File: config.mk
export PLATFORM = sky130hd
export DESIGN_NAME = websocket_deframer_line_splitter_top_flat
export DESIGN_NICKNAME = d
export VERILOG_FILES = /design/src/hw/rtl/wsls_pkg.sv /design/src/hw/rtl/wsls_in_if.sv /design/src/hw/rtl/wsls_out_if.sv /design/src/hw/rtl/wsls_ram.sv /design/src/hw/rtl/wsls_queue.sv /design/src/hw/rtl/wsls_front.sv /design/src/hw/rtl/wsls_back.sv /design/src/hw/rtl/websocket_deframer_line_splitter_top.sv /design/src/flat_wrapper.sv
export VERILOG_INCLUDE_DIRS = /design/src /design/src/hw/rtl
export SDC_FILE = /design/constraint.sdc
export NUM_CORES = 1
export LEC_CHECK = 0
export BUFFER_PORTS_ARGS = -buffer_cell sky130_fd_sc_hd__buf_4
export CAP_MARGIN = 10
export CORE_ASPECT_RATIO = 0.75
export CORE_MARGIN = 2
export CORE_UTILIZATION = 57
export DETAILED_ROUTE_END_ITERATION = 10
export HOLD_SLACK_MARGIN = 0.06
export PLACE_DENSITY = 0.75
export SLEW_MARGIN = 30
export SYNTH_ARGS = -nofsm -noshare
export SYNTH_HDL_FRONTEND = slang
export SYNTH_SLANG_ARGS = --single-unit
export TNS_END_PERCENT = 20
File: constraint.sdc
create_clock -name clk_i -period 5.23 [get_ports clk_i]
set_clock_uncertainty 0.2 [all_clocks]
set_input_delay 0.7845 -clock clk_i [delete_from_list [all_inputs] [get_ports clk_i]]
set_output_delay 0.7845 -clock clk_i [all_outputs]
set_load 0.005 [all_outputs]
File: src/hw/rtl/websocket_deframer_line_splitter_top_assert.svh
// assertion macros shared by the deframer modules
`ifndef WEBSOCKET_DEFRAMER_LINE_SPLITTER_TOP_ASSERT_SVH
`define WEBSOCKET_DEFRAMER_LINE_SPLITTER_TOP_ASSERT_SVH

// same-cycle implication, disabled while in reset
`define WSLS_ASSERT_IMP(label, clk, rstn, ante, cons) \
  label: assert property (@(posedge clk) disable iff (!(rstn)) (ante) |-> (cons)) \
    else $error("wsls assertion failed");

// next-cycle implication, disabled while in reset
`define WSLS_ASSERT_NXT(label, clk, rstn, ante, cons) \
  label: assert property (@(posedge clk) disable iff (!(rstn)) (ante) |=> (cons)) \
    else $error("wsls assertion failed");

`endif

File: src/hw/rtl/wsls_pkg.sv
// shared types and constants of the websocket deframer and line splitter
package wsls_pkg;

  // line assembler sizing
  localparam int unsigned LINE_MAX   = 64;
  localparam int unsigned LINE_DEPTH = LINE_MAX - 1;
  localparam int unsigned LINE_AW    = (LINE_DEPTH > 1) ? $clog2(LINE_DEPTH) : 1;
  localparam int unsigned FILL_W     = $clog2(LINE_MAX);

  // queue between parser and executor
  localparam int unsigned QUEUE_DEPTH = 4;
  localparam int unsigned QUEUE_AW    = $clog2(QUEUE_DEPTH);
  localparam int unsigned QCNT_W      = $clog2(QUEUE_DEPTH + 1);

  // configuration register
  localparam int unsigned CFG_W = 16;
  localparam logic [CFG_W-1:0] BUF_SIZE_RESET = 16'd2048;

  // frame opcodes
  localparam logic [3:0] OPC_TEXT  = 4'h1;
  localparam logic [3:0] OPC_CLOSE = 4'h8;
  localparam logic [3:0] OPC_PING  = 4'h9;

  // length byte codes
  localparam logic [6:0] LEN_EXT16 = 7'd126;
  localparam logic [6:0] LEN_EXT64 = 7'd127;

  // header byte counts
  localparam logic [3:0] HDR_BASE    = 4'd2;
  localparam logic [3:0] HDR_EXT16   = 4'd4;
  localparam logic [3:0] HDR_EXT64   = 4'd10;
  localparam logic [3:0] MASK_KEY    = 4'd4;
  localparam logic [3:0] EXT16_BYTES = 4'd2;
  localparam logic [3:0] EXT64_BYTES = 4'd8;

  // line end characters
  localparam logic [7:0] CHR_LF = 8'h0A;
  localparam logic [7:0] CHR_CR = 8'h0D;

  typedef logic [FILL_W-1:0]   fill_t;
  typedef logic [LINE_AW-1:0]  line_addr_t;
  typedef logic [QUEUE_AW-1:0] qptr_t;
  typedef logic [QCNT_W-1:0]   qcnt_t;

  typedef enum logic [2:0] {
    KIND_CHAR      = 3'd0,
    KIND_PING_BYTE = 3'd1,
    KIND_PING_DONE = 3'd2,
    KIND_CLOSE     = 3'd3,
    KIND_OVERFLOW  = 3'd4
  } res_kind_e;

  typedef enum logic {
    ACT_LINE = 1'b0,
    ACT_EMIT = 1'b1
  } op_act_e;

  // one queued operation for the executor
  typedef struct packed {
    op_act_e   act;
    res_kind_e kind;
    logic [7:0] data;
    logic      tail;
  } op_t;

  typedef enum logic [2:0] {
    PH_FIRST   = 3'd0,
    PH_SECOND  = 3'd1,
    PH_EXTLEN  = 3'd2,
    PH_MASK    = 3'd3,
    PH_PAYLOAD = 3'd4
  } parse_phase_e;

  // frame parser state; payload length kept as its low 16 bits plus a nonzero flag for the rest
  typedef struct packed {
    parse_phase_e phase;
    logic [3:0]   hdr_left;
    logic [3:0]   opcode;
    logic         mask;
    logic [3:0]   hdr_len;
    logic         pl_hi;
    logic [15:0]  pl_lo;
    logic [15:0]  pay_left;
  } parse_t;

  localparam parse_t PARSE_CLEAR = '{
    phase:    PH_FIRST,
    hdr_left: 4'd0,
    opcode:   4'd0,
    mask:     1'b0,
    hdr_len:  4'd0,
    pl_hi:    1'b0,
    pl_lo:    16'd0,
    pay_left: 16'd0
  };

  typedef enum logic [1:0] {
    BK_IDLE  = 2'd0,
    BK_TAIL  = 2'd1,
    BK_FLUSH = 2'd2
  } back_state_e;

endpackage

File: src/hw/rtl/wsls_in_if.sv
// received byte channel
interface wsls_in_if;
  logic       valid;
  logic       ready;
  logic       cmd;
  logic [7:0] rx_byte;

  modport source (output valid, output cmd, output rx_byte, input ready);
  modport sink   (input valid, input cmd, input rx_byte, output ready);
endinterface

File: src/hw/rtl/wsls_out_if.sv
// result channel
interface wsls_out_if;
  logic       valid;
  logic       ready;
  logic [2:0] kind;
  logic [7:0] data;
  logic       last;

  modport source (output valid, output kind, output data, output last, input ready);
  modport sink   (input valid, input kind, input data, input last, output ready);
endinterface

File: src/hw/rtl/wsls_ram.sv
// generic single-port-write ram with registered read
module wsls_ram #(
  parameter int unsigned WIDTH = 8,
  parameter int unsigned DEPTH = 63
) (
  input  logic                                      clk_i,
  input  logic                                      we_i,
  input  logic [((DEPTH > 1) ? $clog2(DEPTH) : 1)-1:0] waddr_i,
  input  logic [WIDTH-1:0]                          wdata_i,
  input  logic                                      re_i,
  input  logic [((DEPTH > 1) ? $clog2(DEPTH) : 1)-1:0] raddr_i,
  output logic [WIDTH-1:0]                          rdata_o
);

  logic [WIDTH-1:0] mem_q [DEPTH];
  logic [WIDTH-1:0] rdata_q;

  // write port
  always_ff @(posedge clk_i) begin
    if (we_i) begin
      mem_q[waddr_i] <= wdata_i;
    end
  end

  // registered read, held while not enabled
  always_ff @(posedge clk_i) begin
    if (re_i) begin
      rdata_q <= mem_q[raddr_i];
    end
  end

  assign rdata_o = rdata_q;

endmodule

File: src/hw/rtl/wsls_queue.sv
// short operation queue between frame parser and executor
`include "websocket_deframer_line_splitter_top_assert.svh"
module wsls_queue (
  input  logic           clk_i,
  input  logic           rst_ni,
  input  logic           push_i,
  input  wsls_pkg::op_t  op_i,
  output logic           full_o,
  input  logic           pop_i,
  output logic           empty_o,
  output wsls_pkg::op_t  head_o
);

  wsls_pkg::op_t   slot_q [wsls_pkg::QUEUE_DEPTH];
  wsls_pkg::qptr_t wr_ptr_q, wr_ptr_d;
  wsls_pkg::qptr_t rd_ptr_q, rd_ptr_d;
  wsls_pkg::qcnt_t cnt_q, cnt_d;

  assign full_o  = (cnt_q == wsls_pkg::qcnt_t'(wsls_pkg::QUEUE_DEPTH));
  assign empty_o = (cnt_q == '0);
  assign head_o  = slot_q[rd_ptr_q];

  // pointer and count update
  always_comb begin
    wr_ptr_d = wr_ptr_q;
    rd_ptr_d = rd_ptr_q;
    cnt_d    = cnt_q;
    if (push_i) begin
      wr_ptr_d = (wr_ptr_q == wsls_pkg::qptr_t'(wsls_pkg::QUEUE_DEPTH - 1)) ? '0 :
                 wsls_pkg::qptr_t'(wr_ptr_q + wsls_pkg::qptr_t'(1));
    end
    if (pop_i) begin
      rd_ptr_d = (rd_ptr_q == wsls_pkg::qptr_t'(wsls_pkg::QUEUE_DEPTH - 1)) ? '0 :
                 wsls_pkg::qptr_t'(rd_ptr_q + wsls_pkg::qptr_t'(1));
    end
    if (push_i && !pop_i) begin
      cnt_d = wsls_pkg::qcnt_t'(cnt_q + wsls_pkg::qcnt_t'(1));
    end else if (pop_i && !push_i) begin
      cnt_d = wsls_pkg::qcnt_t'(cnt_q - wsls_pkg::qcnt_t'(1));
    end
  end

  always_ff @(posedge clk_i or negedge rst_ni) begin
    if (!rst_ni) begin
      wr_ptr_q <= '0;
      rd_ptr_q <= '0;
      cnt_q    <= '0;
    end else begin
      wr_ptr_q <= wr_ptr_d;
      rd_ptr_q <= rd_ptr_d;
      cnt_q    <= cnt_d;
    end
  end

  // slot storage
  always_ff @(posedge clk_i) begin
    if (push_i) begin
      slot_q[wr_ptr_q] <= op_i;
    end
  end

  `WSLS_ASSERT_IMP(a_no_pop_empty, clk_i, rst_ni, pop_i, !empty_o)
  `WSLS_ASSERT_IMP(a_no_push_full, clk_i, rst_ni, push_i, !full_o)

endmodule

File: src/hw/rtl/wsls_front.sv
// frame header parser: classifies each received byte, queuing any operation
`include "websocket_deframer_line_splitter_top_assert.svh"
module wsls_front (
  input  logic                        clk_i,
  input  logic                        rst_ni,
  input  logic [wsls_pkg::CFG_W-1:0]  buf_size_i,
  wsls_in_if.sink                     rx,
  input  logic                        full_i,
  output logic                        push_o,
  output wsls_pkg::op_t               op_o
);

  wsls_pkg::parse_t st_q, st_d;
  logic             closed_q, closed_d;

  logic        acc, live;
  logic [7:0]  rx_byte;
  logic [6:0]  len7;
  logic        is_ext;
  logic        sh_hi;
  logic [15:0] sh_lo;
  logic        hd_fire;
  logic [3:0]  hd_hl;
  logic        hd_hi;
  logic [15:0] hd_lo;
  logic [16:0] hd_sum;
  logic        ovf;
  logic        pay_end;
  logic        fire_ovf, fire_fd, fire_pay;

  assign rx.ready = !full_i;
  assign acc      = rx.valid && rx.ready;
  assign live     = acc && !rx.cmd && !closed_q;
  assign rx_byte  = rx.rx_byte;
  assign len7     = rx_byte[6:0];
  assign is_ext   = (len7 == wsls_pkg::LEN_EXT16) || (len7 == wsls_pkg::LEN_EXT64);

  // extended length shifted by one byte
  assign sh_hi = st_q.pl_hi || (st_q.pl_lo[15:8] != 8'd0);
  assign sh_lo = {st_q.pl_lo[7:0], rx_byte};

  // header completion on this byte
  assign hd_fire = live && (
      (st_q.phase == wsls_pkg::PH_SECOND && !is_ext && !rx_byte[7]) ||
      (st_q.phase == wsls_pkg::PH_EXTLEN && st_q.hdr_left <= 4'd1 && !st_q.mask) ||
      (st_q.phase == wsls_pkg::PH_MASK && st_q.hdr_left <= 4'd1));

  // header length and payload length as seen at header completion
  always_comb begin
    hd_hl = st_q.hdr_len;
    hd_hi = st_q.pl_hi;
    hd_lo = st_q.pl_lo;
    if (st_q.phase == wsls_pkg::PH_SECOND) begin
      hd_hl = wsls_pkg::HDR_BASE;
      hd_hi = 1'b0;
      hd_lo = {9'd0, len7};
    end else if (st_q.phase == wsls_pkg::PH_EXTLEN) begin
      hd_hi = sh_hi;
      hd_lo = sh_lo;
    end
  end

  // buffer limit check
  assign hd_sum = {1'b0, hd_lo} + {13'd0, hd_hl};
  assign ovf    = hd_hi || (hd_sum > {1'b0, buf_size_i});

  assign pay_end  = live && (st_q.phase == wsls_pkg::PH_PAYLOAD) && (st_q.pay_left <= 16'd1);
  assign fire_ovf = hd_fire && ovf;
  assign fire_fd  = (hd_fire && !ovf && (hd_lo == 16'd0)) || pay_end;
  assign fire_pay = hd_fire && !ovf && (hd_lo != 16'd0);

  // next parser state
  always_comb begin
    st_d     = st_q;
    closed_d = closed_q;
    if (acc && rx.cmd) begin
      st_d     = wsls_pkg::PARSE_CLEAR;
      closed_d = 1'b0;
    end else if (live) begin
      unique case (st_q.phase)
        wsls_pkg::PH_FIRST: begin
          st_d.opcode  = rx_byte[3:0];
          st_d.hdr_len = wsls_pkg::HDR_BASE;
          st_d.phase   = wsls_pkg::PH_SECOND;
        end
        wsls_pkg::PH_SECOND: begin
          st_d.mask  = rx_byte[7];
          st_d.pl_hi = 1'b0;
          st_d.pl_lo = 16'd0;
          if (len7 == wsls_pkg::LEN_EXT16) begin
            st_d.hdr_left = wsls_pkg::EXT16_BYTES;
            st_d.hdr_len  = wsls_pkg::HDR_EXT16;
            st_d.phase    = wsls_pkg::PH_EXTLEN;
          end else if (len7 == wsls_pkg::LEN_EXT64) begin
            st_d.hdr_left = wsls_pkg::EXT64_BYTES;
            st_d.hdr_len  = wsls_pkg::HDR_EXT64;
            st_d.phase    = wsls_pkg::PH_EXTLEN;
          end else begin
            st_d.pl_lo = {9'd0, len7};
            if (rx_byte[7]) begin
              st_d.hdr_left = wsls_pkg::MASK_KEY;
              st_d.hdr_len  = wsls_pkg::HDR_BASE + wsls_pkg::MASK_KEY;
              st_d.phase    = wsls_pkg::PH_MASK;
            end
          end
        end
        wsls_pkg::PH_EXTLEN: begin
          st_d.pl_hi = sh_hi;
          st_d.pl_lo = sh_lo;
          if (st_q.hdr_left != 4'd0) begin
            st_d.hdr_left = st_q.hdr_left - 4'd1;
          end
          if (st_q.hdr_left <= 4'd1 && st_q.mask) begin
            st_d.hdr_left = wsls_pkg::MASK_KEY;
            st_d.hdr_len  = st_q.hdr_len + wsls_pkg::MASK_KEY;
            st_d.phase    = wsls_pkg::PH_MASK;
          end
        end
        wsls_pkg::PH_MASK: begin
          if (st_q.hdr_left != 4'd0) begin
            st_d.hdr_left = st_q.hdr_left - 4'd1;
          end
        end
        wsls_pkg::PH_PAYLOAD: begin
          if (st_q.pay_left != 16'd0) begin
            st_d.pay_left = st_q.pay_left - 16'd1;
          end
        end
        default: begin
          st_d = wsls_pkg::PARSE_CLEAR;
        end
      endcase
      // header and frame completion
      if (fire_ovf) begin
        st_d     = wsls_pkg::PARSE_CLEAR;
        closed_d = 1'b1;
      end else if (fire_fd) begin
        if (st_q.opcode == wsls_pkg::OPC_CLOSE) begin
          closed_d = 1'b1;
        end
        st_d = wsls_pkg::PARSE_CLEAR;
      end else if (fire_pay) begin
        st_d.pay_left = hd_lo;
        st_d.phase    = wsls_pkg::PH_PAYLOAD;
      end
    end
  end

  // operation issued to the queue
  always_comb begin
    push_o      = 1'b0;
    op_o.act    = wsls_pkg::ACT_EMIT;
    op_o.kind   = wsls_pkg::KIND_CHAR;
    op_o.data   = 8'd0;
    op_o.tail   = 1'b0;
    if (fire_ovf) begin
      push_o    = 1'b1;
      op_o.kind = wsls_pkg::KIND_OVERFLOW;
    end else if (live && st_q.phase == wsls_pkg::PH_PAYLOAD) begin
      if (st_q.opcode == wsls_pkg::OPC_TEXT) begin
        push_o   = 1'b1;
        op_o.act = wsls_pkg::ACT_LINE;
        op_o.data = rx_byte;
      end else if (st_q.opcode == wsls_pkg::OPC_PING) begin
        push_o    = 1'b1;
        op_o.kind = wsls_pkg::KIND_PING_BYTE;
        op_o.data = rx_byte;
        op_o.tail = pay_end;
      end else if (st_q.opcode == wsls_pkg::OPC_CLOSE && pay_end) begin
        push_o    = 1'b1;
        op_o.kind = wsls_pkg::KIND_CLOSE;
      end
    end else if (fire_fd) begin
      if (st_q.opcode == wsls_pkg::OPC_PING) begin
        push_o    = 1'b1;
        op_o.kind = wsls_pkg::KIND_PING_DONE;
      end else if (st_q.opcode == wsls_pkg::OPC_CLOSE) begin
        push_o    = 1'b1;
        op_o.kind = wsls_pkg::KIND_CLOSE;
      end
    end
  end

  always_ff @(posedge clk_i or negedge rst_ni) begin
    if (!rst_ni) begin
      st_q     <= wsls_pkg::PARSE_CLEAR;
      closed_q <= 1'b0;
    end else begin
      st_q     <= st_d;
      closed_q <= closed_d;
    end
  end

  `WSLS_ASSERT_IMP(a_closed_parser_idle, clk_i, rst_ni, closed_q, st_q.phase == wsls_pkg::PH_FIRST)

endmodule

File: src/hw/rtl/wsls_back.sv
// executor: line assembler, ping echo and event output with a result register
`include "websocket_deframer_line_splitter_top_assert.svh"
module wsls_back (
  input  logic           clk_i,
  input  logic           rst_ni,
  input  logic           empty_i,
  input  wsls_pkg::op_t  head_i,
  output logic           pop_o,
  wsls_out_if.source     res
);

  wsls_pkg::back_state_e state_q, state_d;
  wsls_pkg::fill_t       fill_q, fill_d;
  wsls_pkg::line_addr_t  rd_addr_q, rd_addr_d;
  logic                  rlast_q, rlast_d;
  logic                  out_valid_q, out_valid_d;
  wsls_pkg::res_kind_e   out_kind_q, out_kind_d;
  logic [7:0]            out_data_q, out_data_d;
  logic                  out_last_q, out_last_d;

  logic                  load_ok, load;
  logic                  is_eol;
  logic                  ram_we, ram_re;
  wsls_pkg::line_addr_t  ram_raddr;
  logic [7:0]            ram_rdata;

  assign load_ok = !out_valid_q || res.ready;
  assign is_eol  = (head_i.data == wsls_pkg::CHR_LF) || (head_i.data == wsls_pkg::CHR_CR);
  assign pop_o   = (state_q == wsls_pkg::BK_IDLE) && !empty_i &&
                   ((head_i.act == wsls_pkg::ACT_LINE) || load_ok);

  // next state
  always_comb begin
    state_d = state_q;
    unique case (state_q)
      wsls_pkg::BK_IDLE: begin
        if (pop_o) begin
          if (head_i.act == wsls_pkg::ACT_EMIT) begin
            if (head_i.tail) begin
              state_d = wsls_pkg::BK_TAIL;
            end
          end else if (is_eol && fill_q != '0) begin
            state_d = wsls_pkg::BK_FLUSH;
          end
        end
      end
      wsls_pkg::BK_TAIL: begin
        if (load_ok) begin
          state_d = wsls_pkg::BK_IDLE;
        end
      end
      wsls_pkg::BK_FLUSH: begin
        if (load_ok && rlast_q) begin
          state_d = wsls_pkg::BK_IDLE;
        end
      end
      default: begin
        state_d = wsls_pkg::BK_IDLE;
      end
    endcase
  end

  // datapath and result loading
  always_comb begin
    fill_d     = fill_q;
    rd_addr_d  = rd_addr_q;
    rlast_d    = rlast_q;
    load       = 1'b0;
    out_kind_d = out_kind_q;
    out_data_d = out_data_q;
    out_last_d = out_last_q;
    ram_we     = 1'b0;
    ram_re     = 1'b0;
    ram_raddr  = rd_addr_q;
    unique case (state_q)
      wsls_pkg::BK_IDLE: begin
        if (pop_o) begin
          if (head_i.act == wsls_pkg::ACT_EMIT) begin
            load       = 1'b1;
            out_kind_d = head_i.kind;
            out_data_d = head_i.data;
            out_last_d = !head_i.tail;
          end else if (is_eol) begin
            // start reading the line out from the first char
            if (fill_q != '0) begin
              ram_re    = 1'b1;
              ram_raddr = '0;
              rd_addr_d = wsls_pkg::line_addr_t'(1);
              rlast_d   = (fill_q == wsls_pkg::fill_t'(1));
            end
          end else if (fill_q < wsls_pkg::fill_t'(wsls_pkg::LINE_DEPTH)) begin
            ram_we = 1'b1;
            fill_d = wsls_pkg::fill_t'(fill_q + wsls_pkg::fill_t'(1));
          end else begin
            // line too long: drop it and this char
            fill_d = '0;
          end
        end
      end
      wsls_pkg::BK_TAIL: begin
        if (load_ok) begin
          load       = 1'b1;
          out_kind_d = wsls_pkg::KIND_PING_DONE;
          out_data_d = 8'd0;
          out_last_d = 1'b1;
        end
      end
      wsls_pkg::BK_FLUSH: begin
        if (load_ok) begin
          load       = 1'b1;
          out_kind_d = wsls_pkg::KIND_CHAR;
          out_data_d = ram_rdata;
          out_last_d = rlast_q;
          if (rlast_q) begin
            fill_d = '0;
          end else begin
            ram_re    = 1'b1;
            ram_raddr = rd_addr_q;
            rd_addr_d = wsls_pkg::line_addr_t'(rd_addr_q + wsls_pkg::line_addr_t'(1));
            rlast_d   = (wsls_pkg::fill_t'(rd_addr_q) ==
                         wsls_pkg::fill_t'(fill_q - wsls_pkg::fill_t'(1)));
          end
        end
      end
      default: begin
        fill_d = fill_q;
      end
    endcase
  end

  // result valid tracking
  always_comb begin
    if (load) begin
      out_valid_d = 1'b1;
    end else if (res.ready) begin
      out_valid_d = 1'b0;
    end else begin
      out_valid_d = out_valid_q;
    end
  end

  always_ff @(posedge clk_i or negedge rst_ni) begin
    if (!rst_ni) begin
      state_q     <= wsls_pkg::BK_IDLE;
      fill_q      <= '0;
      rd_addr_q   <= '0;
      rlast_q     <= 1'b0;
      out_valid_q <= 1'b0;
    end else begin
      state_q     <= state_d;
      fill_q      <= fill_d;
      rd_addr_q   <= rd_addr_d;
      rlast_q     <= rlast_d;
      out_valid_q <= out_valid_d;
    end
  end

  // result payload register
  always_ff @(posedge clk_i) begin
    out_kind_q <= out_kind_d;
    out_data_q <= out_data_d;
    out_last_q <= out_last_d;
  end

  // line store
  wsls_ram #(
    .WIDTH (8),
    .DEPTH (wsls_pkg::LINE_DEPTH)
  ) u_line_ram (
    .clk_i   (clk_i),
    .we_i    (ram_we),
    .waddr_i (wsls_pkg::line_addr_t'(fill_q)),
    .wdata_i (head_i.data),
    .re_i    (ram_re),
    .raddr_i (ram_raddr),
    .rdata_o (ram_rdata)
  );

  assign res.valid = out_valid_q;
  assign res.kind  = out_kind_q;
  assign res.data  = out_data_q;
  assign res.last  = out_last_q;

  `WSLS_ASSERT_IMP(a_tail_holds_result, clk_i, rst_ni, state_q == wsls_pkg::BK_TAIL, out_valid_q)
  `WSLS_ASSERT_IMP(a_flush_nonempty, clk_i, rst_ni, state_q == wsls_pkg::BK_FLUSH, fill_q != '0)

endmodule

File: src/hw/rtl/websocket_deframer_line_splitter_top.sv
// top level of the websocket deframer and text line splitter
// Takes one received byte (or a session start) per cycle while the four-entry operation queue has
// room; the frame parser classifies each byte in that cycle. Results leave through a registered
// output at up to one per cycle: a ping byte is followed by its completion event; a line end
// starts the line store read, then outputs each stored char, all paced by the single read port
// of the 63-entry line store. While a line is read out the queue absorbs up to four further bytes
// before input stalls. The buffer size register is written through cfg_we_i and cfg_wdata_i and
// resets to 2048; the user must write it only while the block is idle, which is not enforced.
module websocket_deframer_line_splitter_top (
  input  logic                       clk_i,
  input  logic                       rst_ni,
  input  logic                       cfg_we_i,
  input  logic [wsls_pkg::CFG_W-1:0] cfg_wdata_i,
  wsls_in_if.sink                    rx_i,
  wsls_out_if.source                 res_o
);

  logic [wsls_pkg::CFG_W-1:0] buf_size_q, buf_size_d;
  logic                       push, pop, full, empty;
  wsls_pkg::op_t              push_op, head_op;

  // buffer size register
  assign buf_size_d = cfg_we_i ? cfg_wdata_i : buf_size_q;

  always_ff @(posedge clk_i or negedge rst_ni) begin
    if (!rst_ni) begin
      buf_size_q <= wsls_pkg::BUF_SIZE_RESET;
    end else begin
      buf_size_q <= buf_size_d;
    end
  end

  // frame parser
  wsls_front u_front (
    .clk_i      (clk_i),
    .rst_ni     (rst_ni),
    .buf_size_i (buf_size_q),
    .rx         (rx_i),
    .full_i     (full),
    .push_o     (push),
    .op_o       (push_op)
  );

  // operation queue
  wsls_queue u_queue (
    .clk_i   (clk_i),
    .rst_ni  (rst_ni),
    .push_i  (push),
    .op_i    (push_op),
    .full_o  (full),
    .pop_i   (pop),
    .empty_o (empty),
    .head_o  (head_op)
  );

  // executor
  wsls_back u_back (
    .clk_i   (clk_i),
    .rst_ni  (rst_ni),
    .empty_i (empty),
    .head_i  (head_op),
    .pop_o   (pop),
    .res     (res_o)
  );

endmodule

File: src/flat_wrapper.sv
// flat-port wrapper written by rule: the top's interface ports become plain ports
module websocket_deframer_line_splitter_top_flat 
  (clk_i, rst_ni, cfg_we_i, cfg_wdata_i, rx_i_valid, rx_i_cmd, rx_i_rx_byte, rx_i_ready, res_o_valid, res_o_kind, res_o_data, res_o_last, res_o_ready);
  wsls_in_if rx_i_i ();
  wsls_out_if res_o_i ();
  input  logic clk_i;
  input  logic rst_ni;
  input  logic cfg_we_i;
  input  logic [wsls_pkg::CFG_W-1:0] cfg_wdata_i;
  input wire logic [$bits(rx_i_i.valid)-1:0] rx_i_valid;
  input wire logic [$bits(rx_i_i.cmd)-1:0] rx_i_cmd;
  input wire logic [$bits(rx_i_i.rx_byte)-1:0] rx_i_rx_byte;
  output wire logic [$bits(rx_i_i.ready)-1:0] rx_i_ready;
  output wire logic [$bits(res_o_i.valid)-1:0] res_o_valid;
  output wire logic [$bits(res_o_i.kind)-1:0] res_o_kind;
  output wire logic [$bits(res_o_i.data)-1:0] res_o_data;
  output wire logic [$bits(res_o_i.last)-1:0] res_o_last;
  input wire logic [$bits(res_o_i.ready)-1:0] res_o_ready;
  assign rx_i_i.valid = rx_i_valid;
  assign rx_i_i.cmd = rx_i_cmd;
  assign rx_i_i.rx_byte = rx_i_rx_byte;
  assign rx_i_ready = rx_i_i.ready;
  assign res_o_valid = res_o_i.valid;
  assign res_o_kind = res_o_i.kind;
  assign res_o_data = res_o_i.data;
  assign res_o_last = res_o_i.last;
  assign res_o_i.ready = res_o_ready;
  websocket_deframer_line_splitter_top u_core (.clk_i(clk_i), .rst_ni(rst_ni), .cfg_we_i(cfg_we_i), .cfg_wdata_i(cfg_wdata_i), .rx_i(rx_i_i), .res_o(res_o_i));
endmodule
## After elaboration in Yosys (flattened, before gate mapping)

Memory sizes are Yosys's and may differ from the RTL's. A register that Yosys moved wholly into a read port is not among the register bits.
Cells that the tools add are included.

| word-level totals | value |
|---|---|
| register bits after elaboration | 101 |
| memory bits (writable) | 556 |
| input bits | 30 |
| logic and storage cells | 298 |
| memories kept | 2 |

Memory list:

| memory | depth | width | read ports | clocked after memory_dff | wr ports | line | text |
|---|---|---|---|---|---|---|---|
| u_core.u_back.u_line_ram.mem_q | 63 | 8 | 1 | 1 | 1 | wsls_ram.sv:15 | `logic [WIDTH-1:0] mem_q [DEPTH];` |
| u_core.u_queue.slot_q | 4 | 13 | 1 | 0 | 1 | wsls_queue.sv:14 | `wsls_pkg::op_t slot_q [wsls_pkg::QUEUE_DEPTH];` |

| cells by class | value |
|---|---|
| add/subtract/negate cells | 11 |
| magnitude comparators | 4 |
| equality and inequality tests | 43 |
| mux-type cells | 135 |
| bitwise operators | 1 |
| reduce and logical (&&, ||, !) cells | 81 |

Operators by type and width:

| cell | number |
|---|---|
| $mux W49 | 3 |
| $mux W6 | 17 |
| $mux W16 | 5 |
| $pmux W17 S3 | 1 |
| $mux W1 | 49 |
| $mux W3 | 14 |
| $mux W7 | 6 |
| $mux W8 | 5 |
| $pmux W16 S2 | 1 |
| $pmux W4 S4 | 2 |
| $reduce_bool A16 Y1 | 2 |
| $mux W30 | 1 |
| $mux W9 | 3 |
| $logic_and A1 B1 Y1 | 24 |
| $mux W4 | 6 |
| $pmux W6 S2 | 2 |
| $pmux W8 S3 | 1 |
| $mux W2 | 10 |
| $ne A2 B2 Y1 const B | 10 |
| $ne A4 B1 Y1 const B | 5 |
| $add A16 B4 Y17 | 1 |
| $gt A17 B16 Y1 | 1 |
| $eq A8 B4 Y1 const B | 2 |
| $le A16 B1 Y1 const B | 1 |
| other kinds (54) | 103 |

## Depth between registers and ports, before layout

| logic depth | value |
|---|---|
| depth in word-level cells | 18 |
| mapped depth | 30 |

## By module

From an unflattened synthesis, not the netlist that was laid out.

| unflattened totals | value |
|---|---|
| cells, all modules | 1850 |
| area, all modules | 29323.1 um^2 |

By module, submodules not included:

| module | instances | cells an instance | area an instance (um^2) | sequential area each (um^2) |
|---|---|---|---|---|
| wsls_ram | 1 | 951 | 19924.1 | 15374.7 |
| wsls_front | 1 | 561 | 4559.4 | 1226.2 |
| wsls_queue | 1 | 105 | 2322.2 | 1736.7 |
| wsls_back | 1 | 199 | 1866.8 | 760.7 |
| websocket_deframer_line_splitter_top | 1 | 34 | 650.6 | 401.6 |

## Least setup slack after synthesis

OpenSTA, ideal clock, no wires.

| timing | value |
|---|---|
| kind | register to register |
| start | register u_core.u_front.st_q[47] in the netlist's numbering |
| end | register u_core.u_queue.cnt_q[1] |
| arrival | 5.391 ns |
| data required time | 4.905 ns |
| slack | -0.485 ns |
| cell stages (with the launch flop) | 27 |
| buffers on the path | 3 |
| clock period less this slack | 5.715 ns |
| cells stage by stage | dfrtp_1 -> buf_4 -> buf_2 -> buf_1 -> nor2_1 -> nand2_1 -> nand2b_1 -> ha_1 -> inv_1 -> fa_1 -> inv_1 -> a21oi_1 -> nor3_1 -> nand4_1 -> nor2_1 -> xnor2_1 -> ha_1 -> nand4_1 -> or2_2 -> o311ai_0 -> a21oi_2 -> nor4_4 -> inv_1 -> ha_1 -> inv_1 -> fa_1 -> mux2_2 |

| between the ends | value |
|---|---|
| elaborated cells between the ends (all ways) | 40 |

RTL lines:

| item | line | text |
|---|---|---|
| from (decl) | wsls_front.sv:13 | `wsls_pkg::parse_t st_q, st_d;` |
| from (signal assigned) | wsls_front.sv:186 | `st_q <= wsls_pkg::PARSE_CLEAR;` |
| from (signal assigned) | wsls_front.sv:189 | `st_q <= st_d;` |
| $eq A3 B2 Y1 | wsls_front.sv:45, wsls_front.sv:57 |  |
| $mux W16 | wsls_front.sv:57 | `end else if (st_q.phase == wsls_pkg::PH_EXTLEN) begin` |
| $mux W16 | wsls_front.sv:53 | `if (st_q.phase == wsls_pkg::PH_SECOND) begin` |
| $add A16 B4 Y17 | wsls_front.sv:64 | `assign hd_sum = {1'b0, hd_lo} + {13'd0, hd_hl};` |
| $gt A17 B16 Y1 | wsls_front.sv:65 | `assign ovf = hd_hi \|\| (hd_sum > {1'b0, buf_size_i});` |
| $logic_or A1 B1 Y1 | wsls_front.sv:65 |  |
| $logic_not A1 Y1 | wsls_front.sv:69 | `assign fire_fd = (hd_fire && !ovf && (hd_lo == 16'd0)) \|\| pay_end;` |
| $logic_and A1 B1 Y1 (2 in series) | wsls_front.sv:69 |  |
| $logic_or A1 B1 Y1 | wsls_front.sv:69 |  |
| $mux W1 | wsls_front.sv:173 | `end else if (fire_fd) begin` |
| $mux W1 | wsls_front.sv:159 | `end else if (live && st_q.phase == wsls_pkg::PH_PAYLOAD) begin` |
| $mux W1 (*) | wsls_front.sv:156 | `if (fire_ovf) begin` |
| via u_core.push | websocket_deframer_line_splitter_top.sv:19 | `logic push, pop, full, empty;` |
| $logic_and A1 B1 Y1 (*) | wsls_queue.sv:36 | `if (push_i && !pop_i) begin` |
| $mux W3 (*) | wsls_queue.sv:36 |  |
| via u_core.u_queue.cnt_d[1] | wsls_queue.sv:17 | `wsls_pkg::qcnt_t cnt_q, cnt_d;` |
| to (signal assigned) | wsls_queue.sv:51 | `cnt_q <= cnt_d;` |
| to (decl) | wsls_queue.sv:17 |  |

The timed path passes the listed nets; every way through them passes the cells marked *.
A chain may end at the register's enable or synchronous reset.

## Worst setup path in the final report

| timing | value |
|---|---|
| start | register u_core.u_front.st_q[47] in the netlist's numbering |
| end | register u_core.u_queue.cnt_q[2] |

| between the ends | value |
|---|---|
| longest elaborated chain between the ends | 16 |
| elaborated cells between the ends (all ways) | 40 |

Ends and longest elaborated chain:

| item | line | text |
|---|---|---|
| $eq A3 B2 Y1 | wsls_front.sv:45, wsls_front.sv:57 |  |
| $mux W16 | wsls_front.sv:57 |  |
| $mux W16 | wsls_front.sv:53 |  |
| $add A16 B4 Y17 | wsls_front.sv:64 |  |
| $gt A17 B16 Y1 | wsls_front.sv:65 |  |
| $logic_or A1 B1 Y1 | wsls_front.sv:65 |  |
| $logic_not A1 Y1 | wsls_front.sv:69 |  |
| $logic_and A1 B1 Y1 (2 in series) | wsls_front.sv:69 |  |
| $logic_or A1 B1 Y1 | wsls_front.sv:69 |  |
| $mux W1 | wsls_front.sv:173 |  |
| $mux W1 | wsls_front.sv:159 |  |
| $mux W1 (*) | wsls_front.sv:156 |  |
| via u_core.push | websocket_deframer_line_splitter_top.sv:19 |  |
| $logic_not A1 Y1 | wsls_queue.sv:38 | `end else if (pop_i && !push_i) begin` |
| $logic_and A1 B1 Y1 | wsls_queue.sv:38 |  |
| $reduce_bool A2 Y1 (no source line) | n/a |  |

Marked as above.

==> reports/results.md <==
• finished clean — result of the run
• 0 — Remaining Overflow, GRT
• 37.08% — Switching Fraction
• 66.36% — sequential element share of the synthesized area
• 51260 um^2 — core outline area
• 26.06 um — Routed WL per cell
• 0.65 ns — Skew-Pair Late Insertion Delay
• 0 — number of failing setup endpoints in the final timing report
• 65 — maximum number of pins on one net before global-route repair
• 36.6% — combinational group share of total power
• 0 — Pins Over Slew Limit
• 0.007006 W — net switching power
• 664 — sink count of the clock tree
• edfxtp_1 — most instantiated library cell after synthesis
• 3 — maximum clock insertion buffer count
• 0.01189 W — Int Power
• 0 — drt drc
• flip-flop — kind of end point of the critical path
• input pin to flip-flop — worst hold path type
• 16.77% — share of final-layout standard cells stronger than drive strength 1
• 61 — clock buffer count from CTS
• 0.06 ns — clk slew on worst S/H paths
• edfxtp_1 — most used flip-flop cell after synthesis
• 43 — count of input and output buffers
• 576 x edfxtp_1, 183 x nor2_1, 168 x nand2_1, 104 x o21ai_0, 87 x dfrtp_1 — synth cell count leaders
• 0 — Diodes inserted
• 3 — initial antenna violation count
• 50.17 mm — HPWL Detailed
• 571.5 nW/um^2 — power density over the cells
• 3 — maximum fanout encountered on the critical timing path
• -0.1149 ns — post-placement setup slack
• 5.55 ns — CP arrival
• 0.03267 ns — worst-case setup margin in the final layout
• 0 — number of warning messages in the yosys log
• 2175 — number of standard cells after synthesis
• 664 — #FFs+latches synth
• 38.6% — share of total power in sequential cells
• 28.97% — GR Util All Layers
• 44 — num ports
• dfrtp_2 — slowest stage cell on the critical path
• 72 — num rows
• 2245 — Post-Synthesis Net Count
• 0 — Antenna Nets Post-Route
• 1.040 ns — Worst Tran Pin Value
• clkbuf_16 — clock tree root driver cell
• 2319 — Total Nets Final
• 0.9477 — last weighted congestion value of the routability-driven placer
• 13.51 um^2 — Avg Inst Size Synth
• 77.36 mm — total routed wirelength
• 576 — count of flip-flops with a built-in enable after synthesis
• flip-flop to flip-flop — worst setup path category
• 30.67% — max-slew headroom at the worst pin
• 5.58 ns — data required time at the worst endpoint
• 0.4118 mV — worst vdd ir
• 24.8% — Clock Power Share
• 29380 um^2 — post-synth design cell area
• edfxtp_1 59%, dfrtp_1 7.4%, nor2_1 2.3% — top area cells in the synthesized netlist
• 13.25% — Post-synth ARST share
• flip-flop — category of the worst setup path launch point
• 99.38% — final cycle utilization of the critical path
• 12.51% — growth of design area from synthesis to finish
• 0 — MaxCap Viol Count
• 5.197 ns — shortest period the worst path allows
• 200.6 um — Die H
• 6 — Initial DRT Pass Iterations
• yes — TritonCTS clock tree
• 57.32% — starting density of the core
• 6.676 — detailed-route vias per instance
• 2 — H-tree depth
• 0.1924 GHz — timing-limited maximum frequency
• 0.45 ns — largest incremental delay on the critical path
• true — setup repair after global routing missed its margin
• 19813 — routed vias
• 2915 — Detailed Route Iter0 Violations
• 18877 — via count of the first global-routing pass
• 266.2 um — floorplan die width
• edfxtp_1 — cell accounting for the most synthesized area
• 0 — final number of hold-violating endpoints
• 64.49% — share of the core filled with cells
• 58.87% — post-synth top area share
• 91 — unique cell type count in the Yosys netlist
• 116.6 mm — global-route wire length before repair
• 53400 um^2 — Die Footprint
• 11.70 nW — standby leakage power
## worst paths after layout
check                                             start                         end  slack [ns]  depth (start not counted)
worst max-delay path            u_core.u_front.st_q[47]     u_core.u_queue.cnt_q[2]        0.03                         26
worst min-delay path                    cfg_wdata_i[14]       u_core.buf_size_q[14]        0.15                          3
worst max register to register  u_core.u_front.st_q[47]     u_core.u_queue.cnt_q[2]        0.03                         26
worst min register to register  u_core.u_front.st_q[15]     u_core.u_front.st_q[15]        0.29                          2
max in group asynchronous                        rst_ni  u_core.u_back.rd_addr_q[2]        3.21                          3
min in group asynchronous                        rst_ni        u_core.buf_size_q[2]        0.50                          2
## cell families (layout without fill, tap and decap cells)
kind of cell,after synthesis,after routing,share of synthesized area (%)
AO/OA/AOI/OAI,501,501,11.99
XOR/XNOR,30,30,0.8942
adder cells (fa/ha/maj),40,40,1.754
buffers and inverters,206,333,2.925
flip-flops,664,664,66.36
multiplexers,140,140,6.298
AND/OR/NAND/NOR,594,594,9.773
## state kept, by name, indices dropped and copies added, names as in the netlist, 8 cells and up
name	count
u_core.u_back.res.data	8
u_core.buf_size_q	16
u_core.u_queue.slot_q	52
u_core.u_back.u_line_ram.rdata_o	8
u_core.u_front.st_q	40
u_core.u_back.u_line_ram.mem_q	504
u_core.u_front.sh_lo	8
## what timing repair did
item / 4_1_cts / 5_1_grt
setup endpoints to repair: 3 / 40
setup buffers: 3 / 5
endpoints found under the hold margin: 42 / 0
gates resized for setup: 5 / 21
pin swaps: 5 / 17
hold buffers: 1 / 0
## worst max-delay path: cells and delay by family, from the launching register on
family | cells | cell delay [ns]
mux | 1 | 0.23
fa+ha+maj | 5 | 1.36
flops | 1 | 0.45
compound gates | 4 | 0.64
buf+inv | 4 | 0.25
simple gates | 8 | 1.26
xor+xnor | 4 | 0.73
## stage by stage
stage	power (W)	setup TNS, ns	area [um^2]	instances	hold WS [ns]
3_3_place_gp	0.01369	-0.1359	30740	2843	0.2711
6_report	0.01889	0	33060	2968	0.1502
2_1_floorplan	0.01147	0	29510	2175	0.2551
4_1_cts	0.01858	0	32910	2963	0.1269
5_1_grt	0.01960	-0.3104	33060	2968	0.1675
3_5_place_dp	0.01387	-0.3519	30740	2843	0.2727
## power groups by stage
stage,registers [W],logic [W],clock network (W)
floorplan,0.00713,0.00434,0
global placement,0.00735,0.00634,0
detailed placement,0.00737,0.00650,0
CTS,0.00726,0.00660,0.00472
global route,0.00733,0.00735,0.00492
finish,0.00729,0.00691,0.00469
## cells in the final DEF, fill, tap and decap left out, types with 15 or more instances in the layout
cell type / n
o211ai_1: 16
mux2i_1: 63
inv_1: 77
nand4_1: 25
a21o_1: 17
nand3_1: 53
o22ai_1: 28
dfrtp_1: 82
o21ai_0: 104
edfxtp_1: 576
a21oi_1: 75
clkbuf_16: 62
mux4_2: 28
mux2_2: 44
a31oi_1: 26
nor2_1: 178
buf_4: 133
a211oi_1: 33
nor3_1: 32
o221ai_1: 42
xor2_1: 15
and2_1: 17
o2111ai_1: 24
nand2_1: 167
ha_1: 35
nor4_1: 21
## routing by layer
metal / share of wire (%) / track usage, % / wire length (um)
met1: 42 / 44.79 / 32370
met3: 12 / 6.906 / 9595
met2: 43 / 41.43 / 33500
met4: 2.4 / 7.745 / 1873
met5: 0.014 / 0 / 11
## final cells by class
cell class | instances | area (um^2)
clock inverter | 37 | 465.4
clock buffer | 79 | 1645
tap | 666 | 833.3
timing repair buffer | 137 | 1051
fill | 3607 | 18200
multi-input combinational | 1305 | 9253
inverter | 80 | 300.3
sequential | 664 | 19510
Note: power is estimated with default switching activity, not from simulation.
